[src/hdl/fatx_pkg.sv]
// ----------------------------------------------------------------------------
// fatx_pkg: shared definitions of the framed transmitter
// Widths, phase codes, operation codes, register indexes and frame bytes.
// ----------------------------------------------------------------------------
`timescale 1ns / 1ps
`default_nettype none

package fatx_pkg;

    localparam int unsigned MAX_PAYLOAD = 256;
    localparam int unsigned ADDR_W      = $clog2(MAX_PAYLOAD);
    localparam int unsigned LEN_W       = 9;
    localparam int unsigned TMR_W       = 16;
    localparam int unsigned POS_W       = 3;
    localparam int unsigned OP_W        = 2;
    localparam int unsigned CFG_IDX_W   = 2;
    localparam int unsigned CFG_DATA_W  = 16;

    // Message phases.
    localparam logic [1:0] PH_IDLE  = 2'd0;
    localparam logic [1:0] PH_START = 2'd1;
    localparam logic [1:0] PH_DATA  = 2'd2;
    localparam logic [1:0] PH_STOP  = 2'd3;

    // Request operations.
    localparam logic [OP_W-1:0] OP_START = 2'd0;
    localparam logic [OP_W-1:0] OP_LOAD  = 2'd1;
    localparam logic [OP_W-1:0] OP_LINK  = 2'd2;
    localparam logic [OP_W-1:0] OP_TICK  = 2'd3;

    // Configuration register indexes.
    localparam logic [CFG_IDX_W-1:0] REG_BRIDGE_ID = 2'd0;
    localparam logic [CFG_IDX_W-1:0] REG_OWN_ID    = 2'd1;
    localparam logic [CFG_IDX_W-1:0] REG_TIMEOUT   = 2'd2;

    localparam logic [TMR_W-1:0] TIMEOUT_RESET = 16'd1000;

    // Frame bytes.
    localparam logic [7:0] CMD_MARK  = 8'd251;
    localparam logic [7:0] DATA_MARK = 8'd252;
    localparam logic [7:0] ACK_BYTE  = 8'd254;
    localparam logic [7:0] CMD_START = 8'd1;
    localparam logic [7:0] CMD_STOP  = 8'd2;

    // Position of the checksum byte in each frame type.
    localparam logic [POS_W-1:0] CMD_LAST  = 3'd7;
    localparam logic [POS_W-1:0] DATA_LAST = 3'd4;

    function automatic logic [POS_W-1:0] frame_last(input logic [1:0] phase);
        return (phase == PH_DATA) ? DATA_LAST : CMD_LAST;
    endfunction

endpackage

`default_nettype wire

[src/hdl/fatx_req_if.sv]
// ----------------------------------------------------------------------------
// fatx_req_if: request channel of the framed transmitter
// Valid/ready handshake with the request fields.
// ----------------------------------------------------------------------------
`timescale 1ns / 1ps
`default_nettype none

interface fatx_req_if import fatx_pkg::*; ();
    logic                  valid;
    logic                  ready;
    logic [OP_W-1:0]       op;
    logic [7:0]            dest_id;
    logic [LEN_W-1:0]      msg_length;
    logic [ADDR_W-1:0]     load_index;
    logic [7:0]            load_byte;
    logic [7:0]            link_byte;

    modport source (output valid, op, dest_id, msg_length, load_index, load_byte,
                    link_byte, input ready);
    modport sink (input valid, op, dest_id, msg_length, load_index, load_byte,
                  link_byte, output ready);
endinterface

`default_nettype wire

[src/hdl/fatx_res_if.sv]
// ----------------------------------------------------------------------------
// fatx_res_if: result channel of the framed transmitter
// Valid/ready handshake with the result fields.
// ----------------------------------------------------------------------------
`timescale 1ns / 1ps
`default_nettype none

interface fatx_res_if ();
    logic       valid;
    logic       ready;
    logic       tx_valid;
    logic [7:0] tx_byte;
    logic       msg_done;
    logic       busy_res;

    modport source (output valid, tx_valid, tx_byte, msg_done, busy_res, input ready);
    modport sink (input valid, tx_valid, tx_byte, msg_done, busy_res, output ready);
endinterface

`default_nettype wire

[src/hdl/fatx_ram.sv]
// ----------------------------------------------------------------------------
// fatx_ram: payload store
// One write port, one registered read port; a write to the address being
// read in the same cycle is forwarded to the read data.
// ----------------------------------------------------------------------------
`timescale 1ns / 1ps
`default_nettype none

module fatx_ram #(
    parameter int unsigned DEPTH = 256,
    parameter int unsigned WIDTH = 8
) (
    input  wire logic                     i_clk,
    input  wire logic                     i_we,
    input  wire logic [$clog2(DEPTH)-1:0] i_waddr,
    input  wire logic [WIDTH-1:0]         i_wdata,
    input  wire logic [$clog2(DEPTH)-1:0] i_raddr,
    output logic      [WIDTH-1:0]         o_rdata
);

    logic [WIDTH-1:0] r_mem [DEPTH];
    logic [WIDTH-1:0] r_rdata;

    always_ff @(posedge i_clk) begin
        if (i_we) begin
            r_mem[i_waddr] <= i_wdata;
        end
    end

    always_ff @(posedge i_clk) begin
        if (i_we && (i_waddr == i_raddr)) begin
            r_rdata <= i_wdata;
        end else begin
            r_rdata <= r_mem[i_raddr];
        end
    end

    assign o_rdata = r_rdata;

endmodule

`default_nettype wire

[src/hdl/framed_ack_per_byte_transmitter.sv]
// ----------------------------------------------------------------------------
// framed_ack_per_byte_transmitter: stop-and-wait framed byte transmitter
// Path: input register, single state update stage, result register.
// Throughput: one request per cycle unless a result waits to be taken.
// Reset: synchronous, active low; state returns to idle, timeout 1000.
// ----------------------------------------------------------------------------
`timescale 1ns / 1ps
`default_nettype none

// Overview
//
// A message is a start command frame, one data frame per payload byte and a
// stop command frame. Each transmitted byte waits for an acknowledge byte
// from the link before the next one goes out. A tick that runs the wait timer
// up to the timeout restarts the current frame from its first byte with a
// cleared checksum. The closing byte of each frame is the 8-bit wrapping sum
// of the bytes sent before it in that frame.
//
// Pipeline
//
// Requests land in an input register. From there, the logic updates
// the transmitter state and writes the result register. The input register
// takes a new request whenever it is empty or its request moves on in the
// same cycle, so the input side stalls only once a request is already held
// behind a result that is waiting to be taken.
//
// The payload store is read every cycle at the next value of the data frame
// counter, so the byte for the current data frame is already registered when
// the payload position of that frame is reached.

module framed_ack_per_byte_transmitter
    import fatx_pkg::*;
(
    input  wire logic                  i_clk,
    input  wire logic                  i_rst_n,
    input  wire logic                  i_cfg_we,
    input  wire logic [CFG_IDX_W-1:0]  i_cfg_idx,
    input  wire logic [CFG_DATA_W-1:0] i_cfg_data,
    fatx_req_if.sink                   i_req,
    fatx_res_if.source                 o_res
);

    // Configuration registers.
    logic [7:0]       r_bridge_id;
    logic [7:0]       r_own_id;
    logic [TMR_W-1:0] r_timeout;

    // Input register.
    logic              r_in_valid;
    logic [OP_W-1:0]   r_op;
    logic [7:0]        r_dest_id;
    logic [LEN_W-1:0]  r_msg_length;
    logic [ADDR_W-1:0] r_load_index;
    logic [7:0]        r_load_byte;
    logic [7:0]        r_link_byte;

    // Transmitter state.
    logic [1:0]       r_phase,       n_phase;
    logic [POS_W-1:0] r_pos,         n_pos;
    logic [7:0]       r_sum,         n_sum;
    logic [LEN_W-1:0] r_frames,      n_frames;
    logic [TMR_W-1:0] r_timer,       n_timer;
    logic             r_waiting,     n_waiting;
    logic [7:0]       r_target_id,   n_target_id;
    logic [LEN_W-1:0] r_target_len,  n_target_len;

    // Result register.
    logic       r_out_valid;
    logic       r_tx_valid,  n_tx_valid;
    logic [7:0] r_tx_byte,   n_tx_byte;
    logic       r_msg_done,  n_msg_done;
    logic       r_busy;

    logic             w_fire;
    logic             w_accept;
    logic             w_ram_we;
    logic [7:0]       w_payload;
    logic [7:0]       w_sum_base;
    logic [TMR_W:0]   w_tick_count;
    logic [LEN_W-1:0] w_next_frames;
    logic [LEN_W-1:0] w_len_sat;

    // The item in the input register moves on when the result register is
    // free or is being emptied in this cycle.
    assign w_fire   = r_in_valid && (!r_out_valid || o_res.ready);
    assign w_accept = i_req.valid && i_req.ready;
    assign i_req.ready = !r_in_valid || w_fire;

    always_ff @(posedge i_clk) begin
        if (!i_rst_n) begin
            r_bridge_id <= '0;
            r_own_id    <= '0;
            r_timeout   <= TIMEOUT_RESET;
        end else if (i_cfg_we) begin
            case (i_cfg_idx)
                REG_BRIDGE_ID: r_bridge_id <= i_cfg_data[7:0];
                REG_OWN_ID:    r_own_id    <= i_cfg_data[7:0];
                REG_TIMEOUT:   r_timeout   <= i_cfg_data[TMR_W-1:0];
                default: begin
                end
            endcase
        end
    end

    always_ff @(posedge i_clk) begin
        if (!i_rst_n) begin
            r_in_valid <= 1'b0;
        end else if (w_accept) begin
            r_in_valid <= 1'b1;
        end else if (w_fire) begin
            r_in_valid <= 1'b0;
        end
    end

    always_ff @(posedge i_clk) begin
        if (w_accept) begin
            r_op         <= i_req.op;
            r_dest_id    <= i_req.dest_id;
            r_msg_length <= i_req.msg_length;
            r_load_index <= i_req.load_index;
            r_load_byte  <= i_req.load_byte;
            r_link_byte  <= i_req.link_byte;
        end
    end

    // Loads are taken only while no message is in progress.
    assign w_ram_we = w_fire && (r_op == OP_LOAD) && (r_phase == PH_IDLE);

    fatx_ram #(
        .DEPTH (MAX_PAYLOAD),
        .WIDTH (8)
    ) u_ram (
        .i_clk   (i_clk),
        .i_we    (w_ram_we),
        .i_waddr (r_load_index),
        .i_wdata (r_load_byte),
        .i_raddr (n_frames[ADDR_W-1:0]),
        .o_rdata (w_payload)
    );

    assign w_len_sat    = (r_msg_length > LEN_W'(MAX_PAYLOAD)) ? LEN_W'(MAX_PAYLOAD)
                                                              : r_msg_length;
    assign w_tick_count = {1'b0, r_timer} + (TMR_W+1)'(1);
    assign w_next_frames = (r_phase == PH_DATA) ? (r_frames + LEN_W'(1)) : '0;

    always_comb begin
        n_phase      = r_phase;
        n_pos        = r_pos;
        n_sum        = r_sum;
        n_frames     = r_frames;
        n_timer      = r_timer;
        n_waiting    = r_waiting;
        n_target_id  = r_target_id;
        n_target_len = r_target_len;
        n_tx_valid   = 1'b0;
        n_tx_byte    = '0;
        n_msg_done   = 1'b0;
        w_sum_base   = r_sum;

        if (w_fire) begin
            case (r_op)
                OP_START: begin
                    if (r_phase == PH_IDLE) begin
                        n_target_id  = r_dest_id;
                        n_target_len = w_len_sat;
                        n_frames     = '0;
                        n_phase      = PH_START;
                        n_pos        = '0;
                        w_sum_base   = '0;
                        n_tx_valid   = 1'b1;
                    end
                end
                OP_LINK: begin
                    if ((r_phase != PH_IDLE) && r_waiting && (r_link_byte == ACK_BYTE)) begin
                        if (r_pos != frame_last(r_phase)) begin
                            n_pos      = r_pos + POS_W'(1);
                            n_tx_valid = 1'b1;
                        end else if (r_phase == PH_STOP) begin
                            // Stop frame checksum acknowledged: message finished.
                            n_phase    = PH_IDLE;
                            n_pos      = '0;
                            n_sum      = '0;
                            n_waiting  = 1'b0;
                            n_timer    = '0;
                            n_msg_done = 1'b1;
                        end else begin
                            n_frames   = w_next_frames;
                            n_phase    = (w_next_frames >= r_target_len) ? PH_STOP : PH_DATA;
                            n_pos      = '0;
                            w_sum_base = '0;
                            n_tx_valid = 1'b1;
                        end
                    end
                end
                OP_TICK: begin
                    if ((r_phase != PH_IDLE) && r_waiting) begin
                        n_timer = w_tick_count[TMR_W-1:0];
                        if (w_tick_count >= {1'b0, r_timeout}) begin
                            n_pos      = '0;
                            w_sum_base = '0;
                            n_tx_valid = 1'b1;
                        end
                    end
                end
                default: begin
                end
            endcase

            if (n_tx_valid) begin
                if (n_pos == '0) begin
                    n_tx_byte = r_bridge_id;
                end else if (n_phase == PH_DATA) begin
                    case (n_pos)
                        3'd1:    n_tx_byte = DATA_MARK;
                        3'd2:    n_tx_byte = r_target_id;
                        3'd3:    n_tx_byte = w_payload;
                        default: n_tx_byte = w_sum_base;
                    endcase
                end else begin
                    case (n_pos)
                        3'd1:    n_tx_byte = CMD_MARK;
                        3'd2:    n_tx_byte = r_own_id;
                        3'd3:    n_tx_byte = n_target_id;
                        3'd4:    n_tx_byte = n_target_len[7:0];
                        3'd5:    n_tx_byte = 8'(n_target_len[LEN_W-1:8]);
                        3'd6:    n_tx_byte = (n_phase == PH_STOP) ? CMD_STOP : CMD_START;
                        default: n_tx_byte = w_sum_base;
                    endcase
                end
                n_sum     = (n_pos != frame_last(n_phase)) ? (w_sum_base + n_tx_byte)
                                                           : w_sum_base;
                n_timer   = '0;
                n_waiting = 1'b1;
            end
        end
    end

    always_ff @(posedge i_clk) begin
        if (!i_rst_n) begin
            r_phase      <= PH_IDLE;
            r_pos        <= '0;
            r_sum        <= '0;
            r_frames     <= '0;
            r_timer      <= '0;
            r_waiting    <= 1'b0;
            r_target_id  <= '0;
            r_target_len <= '0;
        end else begin
            r_phase      <= n_phase;
            r_pos        <= n_pos;
            r_sum        <= n_sum;
            r_frames     <= n_frames;
            r_timer      <= n_timer;
            r_waiting    <= n_waiting;
            r_target_id  <= n_target_id;
            r_target_len <= n_target_len;
        end
    end

    always_ff @(posedge i_clk) begin
        if (!i_rst_n) begin
            r_out_valid <= 1'b0;
        end else if (w_fire) begin
            r_out_valid <= 1'b1;
        end else if (o_res.ready) begin
            r_out_valid <= 1'b0;
        end
    end

    always_ff @(posedge i_clk) begin
        if (w_fire) begin
            r_tx_valid <= n_tx_valid;
            r_tx_byte  <= n_tx_byte;
            r_msg_done <= n_msg_done;
            r_busy     <= (n_phase != PH_IDLE);
        end
    end

    assign o_res.valid    = r_out_valid;
    assign o_res.tx_valid = r_tx_valid;
    assign o_res.tx_byte  = r_tx_byte;
    assign o_res.msg_done = r_msg_done;
    assign o_res.busy_res = r_busy;

`ifndef SYNTHESIS
    // An acknowledge is awaited only inside a message.
    a_wait_active: assert property (@(posedge i_clk) disable iff (!i_rst_n)
        r_waiting |-> (r_phase != PH_IDLE))
        else $error("waiting for acknowledge while idle");

    // The frame position never passes the checksum byte of its frame.
    a_pos_range: assert property (@(posedge i_clk) disable iff (!i_rst_n)
        r_pos <= frame_last(r_phase))
        else $error("frame position beyond checksum byte");

    // Data frames are sent only for payload bytes that exist.
    a_data_count: assert property (@(posedge i_clk) disable iff (!i_rst_n)
        (r_phase == PH_DATA) |-> (r_frames < r_target_len))
        else $error("data frame counter beyond message length");

    // A finished message leaves the block idle in the same result.
    a_done_idle: assert property (@(posedge i_clk) disable iff (!i_rst_n)
        (r_out_valid && r_msg_done) |-> (!r_busy && !r_tx_valid))
        else $error("message done while still busy or sending");

    // A finished stop frame returns the state to idle.
    a_done_state: assert property (@(posedge i_clk) disable iff (!i_rst_n)
        (w_fire && n_msg_done) |=> ((r_phase == PH_IDLE) && !r_waiting))
        else $error("state not idle after message done");
`endif

endmodule

`default_nettype wire
[src/flat_wrapper.sv]
// flat-port wrapper written by rule: the top's interface ports become plain ports
module framed_ack_per_byte_transmitter_flat import fatx_pkg::*;
  (i_clk, i_rst_n, i_cfg_we, i_cfg_idx, i_cfg_data, i_req_valid, i_req_op, i_req_dest_id, i_req_msg_length, i_req_load_index, i_req_load_byte, i_req_link_byte, i_req_ready, o_res_valid, o_res_tx_valid, o_res_tx_byte, o_res_msg_done, o_res_busy_res, o_res_ready);
  fatx_req_if i_req_i ();
  fatx_res_if o_res_i ();
  input  wire logic i_clk;
  input  wire logic i_rst_n;
  input  wire logic i_cfg_we;
  input  wire logic [CFG_IDX_W-1:0] i_cfg_idx;
  input  wire logic [CFG_DATA_W-1:0] i_cfg_data;
  input wire logic [$bits(i_req_i.valid)-1:0] i_req_valid;
  input wire logic [$bits(i_req_i.op)-1:0] i_req_op;
  input wire logic [$bits(i_req_i.dest_id)-1:0] i_req_dest_id;
  input wire logic [$bits(i_req_i.msg_length)-1:0] i_req_msg_length;
  input wire logic [$bits(i_req_i.load_index)-1:0] i_req_load_index;
  input wire logic [$bits(i_req_i.load_byte)-1:0] i_req_load_byte;
  input wire logic [$bits(i_req_i.link_byte)-1:0] i_req_link_byte;
  output wire logic [$bits(i_req_i.ready)-1:0] i_req_ready;
  output wire logic [$bits(o_res_i.valid)-1:0] o_res_valid;
  output wire logic [$bits(o_res_i.tx_valid)-1:0] o_res_tx_valid;
  output wire logic [$bits(o_res_i.tx_byte)-1:0] o_res_tx_byte;
  output wire logic [$bits(o_res_i.msg_done)-1:0] o_res_msg_done;
  output wire logic [$bits(o_res_i.busy_res)-1:0] o_res_busy_res;
  input wire logic [$bits(o_res_i.ready)-1:0] o_res_ready;
  assign i_req_i.valid = i_req_valid;
  assign i_req_i.op = i_req_op;
  assign i_req_i.dest_id = i_req_dest_id;
  assign i_req_i.msg_length = i_req_msg_length;
  assign i_req_i.load_index = i_req_load_index;
  assign i_req_i.load_byte = i_req_load_byte;
  assign i_req_i.link_byte = i_req_link_byte;
  assign i_req_ready = i_req_i.ready;
  assign o_res_valid = o_res_i.valid;
  assign o_res_tx_valid = o_res_i.tx_valid;
  assign o_res_tx_byte = o_res_i.tx_byte;
  assign o_res_msg_done = o_res_i.msg_done;
  assign o_res_busy_res = o_res_i.busy_res;
  assign o_res_i.ready = o_res_ready;
  framed_ack_per_byte_transmitter u_core (.i_clk(i_clk), .i_rst_n(i_rst_n), .i_cfg_we(i_cfg_we), .i_cfg_idx(i_cfg_idx), .i_cfg_data(i_cfg_data), .i_req(i_req_i), .o_res(o_res_i));
endmodule
[config.mk]
export PLATFORM = sky130hd
export DESIGN_NAME = framed_ack_per_byte_transmitter_flat
export DESIGN_NICKNAME = d
export VERILOG_FILES = /design/src/hdl/fatx_pkg.sv /design/src/hdl/fatx_req_if.sv /design/src/hdl/fatx_res_if.sv /design/src/hdl/fatx_ram.sv /design/src/hdl/framed_ack_per_byte_transmitter.sv /design/src/flat_wrapper.sv
export SDC_FILE = /design/constraint.sdc
export NUM_CORES = 2
export LEC_CHECK = 0
export BUFFER_PORTS_ARGS = -buffer_cell sky130_fd_sc_hd__buf_4
export CAP_MARGIN = 20
export CORE_MARGIN = 1.5
export CORE_UTILIZATION = 45
export DETAILED_ROUTE_END_ITERATION = 12
export HOLD_SLACK_MARGIN = 0.08
export PLACE_DENSITY = 0.71
export SYNTH_ARGS = -nofsm -noshare
export SYNTH_HDL_FRONTEND = slang
export SYNTH_HIERARCHICAL = 1
export SYNTH_SLANG_ARGS = --single-unit
[constraint.sdc]
create_clock -name i_clk -period 7.2 [get_ports i_clk]
set_input_delay 1.8 -clock i_clk [delete_from_list [all_inputs] [get_ports i_clk]]
set_output_delay 1.8 -clock i_clk [all_outputs]
set_load 0.01 [all_outputs]
==> results.env <==
POST_CTS.REPAIR.SETUP_BUFFERS=0
POST_SYNTHESIS_SHARE_OF_CELL_AREA_SPENT_ON_FULL_ADDERS_HALF_ADDERS_AND_MAJORITY_GATES_PCT=0.524
PATH_CLASS='register to register'
DRT_FIRST_ITER_VIOLATIONS=6663
FIRST_GLOBAL_VIAS=44988
CTS-HOLD-FIX-BUFFERS=0
CRITICAL_PATH_PEAK_FANOUT=33
MOST_FREQUENT_STANDARD_CELL_IN_THE_LAYOUT_EXCLUDING_FILL_AND_TAP_CELLS='edfxtp_1'
DIE_HEIGHT_UM=444
TIMING.CRITICAL_PATH.BUF_INV=2
CTS.ROOT.BUFFER_CELL='clkbuf_16'
NUM_VIAS=46105
FINALSETUPVIOLCOUNT=0
FINAL_ANTENNA_NET_COUNT=0
SYNTH_AREA_IN_XOR_XNOR_PCT=0.251
TRITONCTS.NUM_BUFFERS=208
PLACED_CELL_AREA_MM2=0.0909
SLEW_VIOL_FINAL=0
MAX_SLEW.WORST_PIN.SLEW_PS=1370
CAP_VIOL_MAX_COUNT=0
FIN_TNS_SETUP_PS=0
SETUP_REPAIR_AFTER_GLOBAL_ROUTING_MISSED_ITS_MARGIN='no'
ASYNC_FLOP_SHARE_PCT=0
CTS_TREE='done'
POST_SYNTH_AND_OR_NAND_NOR_AREA_FRACTION_PCT=4.27
SYNTH_AREA_MM2=0.0873
OVERALL_ROUTED_NET_LENGTH_UM=212000
ANTENNA_FOUND_INITIAL=4
DESIGN.PORTCOUNT=79
CRITICAL-PATH-TOP-CELL-BY-COUNT='a21oi_1'
OUTCOME='finished, final reports clean'
SYNTH_CELLS=4608
CRITICAL_PATH.CELL_CHAIN='clkinv_1 > nand2_1 > o21ai_0 > a2111oi_1 > nor3_1 > nor4_1 > buf_4 > mux2_2 > a22oi_1 > nor2_1 > a21oi_1 > nand2_1 > ha_1 > a21o_1 > a21oi_1 > o21bai_1 > a21oi_1 > o21bai_1 > a21oi_1 > xor2_1 > mux2_1'
CHIPWIDTH_UM=444
FINALNETCOUNT=4873
TOTALPOWERFINAL_mW=25.3
YOSYS.CELL_TYPES.COUNT=85
DP.FINAL_HPWL_UM=131000
GRT_START_MAX_NET_PINS=199
YS.FLOP_TYPE='edfxtp_1'
CTS-HTREE-LEVELS=4
FINALCLOCKSKEW_PS=31.6
DRT_PRE_ANTENNA_ITERS=6
SYNTH_WARNINGS=6
PLACE_CONGESTION=0.910
IR_WORST_VDD_mV=0.248
YOSYS-MUX-AREA-FRACTION_PCT=13.7
INITIAL_UTILIZATION_PCT=45.3
CTS_MAX_PATH_BUFFERS=3
PORT_BUFFERS=78
POSTSYNTHREGISTERBITS=2200
GLOBALROUTE.TOTALOVERFLOW=0
CRITICAL_PATH_S_LARGEST_STAGE_DELAY_PS=1040
CLKSINKCOUNT=2200
TIMING.CRITICAL_PATH.ARRIVAL_PS=7150
GRT_FIRST_PASS_WIRELENGTH_UM=309000
CRIT_PATH_START_KIND='register'
FIN_CRIT_PS=6410
YOSYSSEQAREASHARE_PCT=74.5
CP_TOP_FAMILY='compound AO/OA/AOI/OAI gates'
TOP_LIBRARY_CELLS_BY_USAGE_IN_THE_LAYOUT_FILL_AND_TAPS_ASIDE='edfxtp_1, mux4_2, nor2_1'
WORST_SKEW_PAIR.LATE_LATENCY_PS=860
STATIC_LEAKAGE_nW=29.4
TIMING.SLEW.HEADROOM_PCT=8.46
POST_CTS_RESIZE_COUNT=0
HOLD_VIOL_FINAL=0
FMAXACHIEVABLE_MHz=156
WIRE_PER_INST_UM=28.4
AREA.GROWTH.SYNTH_TO_FINAL_PCT=11.8
VIASPERCELL=6.17
FINAL_DESIGN_AREA_NO_FILL_MM2=0.0977
MIN_DELAY_PATH_CLASS='register to register'
POSTSYNTHNETCOUNT=4710
CTS.CLK_SLEW.WORST_PATHS_PS=60
COMPLEX_GATE_FRACTION_OF_THE_SYNTHESIZED_AREA_PCT=4.69
SYNTH_EDF_COUNT=2102
POST_SYNTH.CELL_AREA_AVG_UM2=19.0
SYNTH_TOP_FAMILY_BY_AREA='multiplexers'
RATIO_OF_TOTAL_POWER_TO_CELL_AREA_mW_PER_MM2=259
CORE.ROWCOUNT=161
CRITICAL_PATH.ENDPOINT_TYPE='register'
MIN_PERIOD_OVER_PERIOD_PCT=89.0
GLOBAL_ROUTE.USAGE.TOTAL_PCT=21.3
DIE_AREA_MM2=0.197
DRC_ERRORS=0
PLACEABLECOREAREA_MM2=0.193
FRACTION_OF_LAYOUT_CELLS_WITH_A_SIZE_SUFFIX_ABOVE_1_PCT=20.4
CRITPATHREQUIREDTIME_PS=7940
TIMING.CRITICAL_PATH.SLOWEST_STAGE_CELL='a2111oi_1'
cell families (layout without fill, tap and decap cells):
| logic type | count (synthesis) | after routing |
|---|---|---|
| AOI/OAI and AO/OA | 598 | 598 |
| DFF | 2200 | 2200 |
| xor gates and xnor gates | 25 | 25 |
| muxes | 623 | 623 |
| other | 0 | 4 |
| buffers and inverters | 320 | 655 |
| adders and majority gates | 36 | 36 |
| and+or+nand+nor | 806 | 806 |
tightest hold or removal path, stage by stage (launching register included):
cell and delay [ps]:
dfxtp_1 310, nand2_1 50, a21oi_1 60
path summary, 6_finish.rpt:
check | startpoint | slack (ps) | cells after the start | end
max | register | 790 | 21 | u_core/r_sum[7]$_SDFFE_PN0P_
min | u_core/r_timeout[1]$_SDFFE_PN0P_ | 460 | 2 | u_core/r_timeout[1]$_SDFFE_PN0P_
max reg2reg | register | 790 | 21 | u_core/r_sum[7]$_SDFFE_PN0P_
min reg2reg | u_core/r_timeout[1]$_SDFFE_PN0P_ | 460 | 2 | u_core/r_timeout[1]$_SDFFE_PN0P_
metrics by stage:
stage / utilization, % / worst slack, ps / cells / hold WS (ps)
2_1_floorplan: - / 1600 / 4608 / 436
3_3_place_gp: 47.2 / 914 / 7085 / 447
5_1_grt: 50.7 / 362 / 7469 / 482
4_1_cts: 50.7 / 843 / 7468 / 467
6_report: 50.7 / 792 / 7473 / 464
3_5_place_dp: 47.2 / 872 / 7086 / 453
cell usage after synthesis (all sizes together), types with 6 or more instances:
cell	instances	area (um^2)
nor2b	36	225
nor2	366	1370
nor4	33	231
xnor2	13	114
a22o	13	114
a221oi	15	138
nand3	68	340
ha	35	438
or2	9	56.3
nor3b	16	120
o22ai	33	206
nand3b	6	45.0
nor3	32	160
xor2	12	105
buf	136	1100
a31oi	8	50.1
a21oi	179	900
clkbuf	141	529
a2111oi	8	85.1
o32ai	6	60.1
and2	26	163
o221ai	48	427
or3	11	68.8
mux4	456	10300
dfxtp	98	1960
and3	7	43.8
o21ai	44	224
o211ai	23	178
edfxtp	2102	63100
o31ai	6	45.0
mux2i	162	1620
nand2b	13	81.3
nand4	17	106
inv	41	154
a211oi	32	240
nand2	148	556
a22oi	137	1030
registers in the layout, summed over array words and instances, names as in the netlist, 2 cells and up, named ones only:
register / flops
u_core/r_timeout: 16
u_core/r_load_byte: 8
u_core/r_target_id: 8
u_core/r_frames: 9
u_core/r_pos: 3
u_core/r_load_index: 8
u_core/r_timer: 16
u_core/o_res.tx_byte: 8
u_core/r_bridge_id: 8
u_core/r_own_id: 8
u_core/r_sum: 8
u_core/r_phase: 2
u_core/u_ram/r_mem: 2048
u_core/r_msg_length: 9
u_core/r_link_byte: 8
u_core/r_target_len: 9
u_core/r_op: 2
u_core/r_dest_id: 8
final cells by class:
type	instances	area (um^2)
Fill cell	15046	94900
Sequential cell	2200	65100
Multi-Input combinational cell	2088	20500
Clock buffer	272	5520
Tap cell	2526	3160
Timing Repair Buffer	230	2000
Clock inverter	110	1190
Inverter	43	161
Antenna cell	4	10.0
per-layer routing:
layer / part of all wire (%) / wire (um) / GRT usage [%] / vias up
li1: - / - / - / 19169
met1: 39 / 82900 / 29.6 / 24031
met2: 48 / 102000 / 34.1 / 2512
met3: 9.7 / 20500 / 4.29 / 389
met4: 3.0 / 6470 / 6.47 / 4
met5: 0.013 / 27 / 0 / -
power breakdown:
part           internal [mW]  total, mW  switching [mW]
registers               14.0       14.1          0.0308
clock network           6.19       10.8            4.65
logic                 0.0737      0.390           0.317
(Power assumes the default switching activity.)
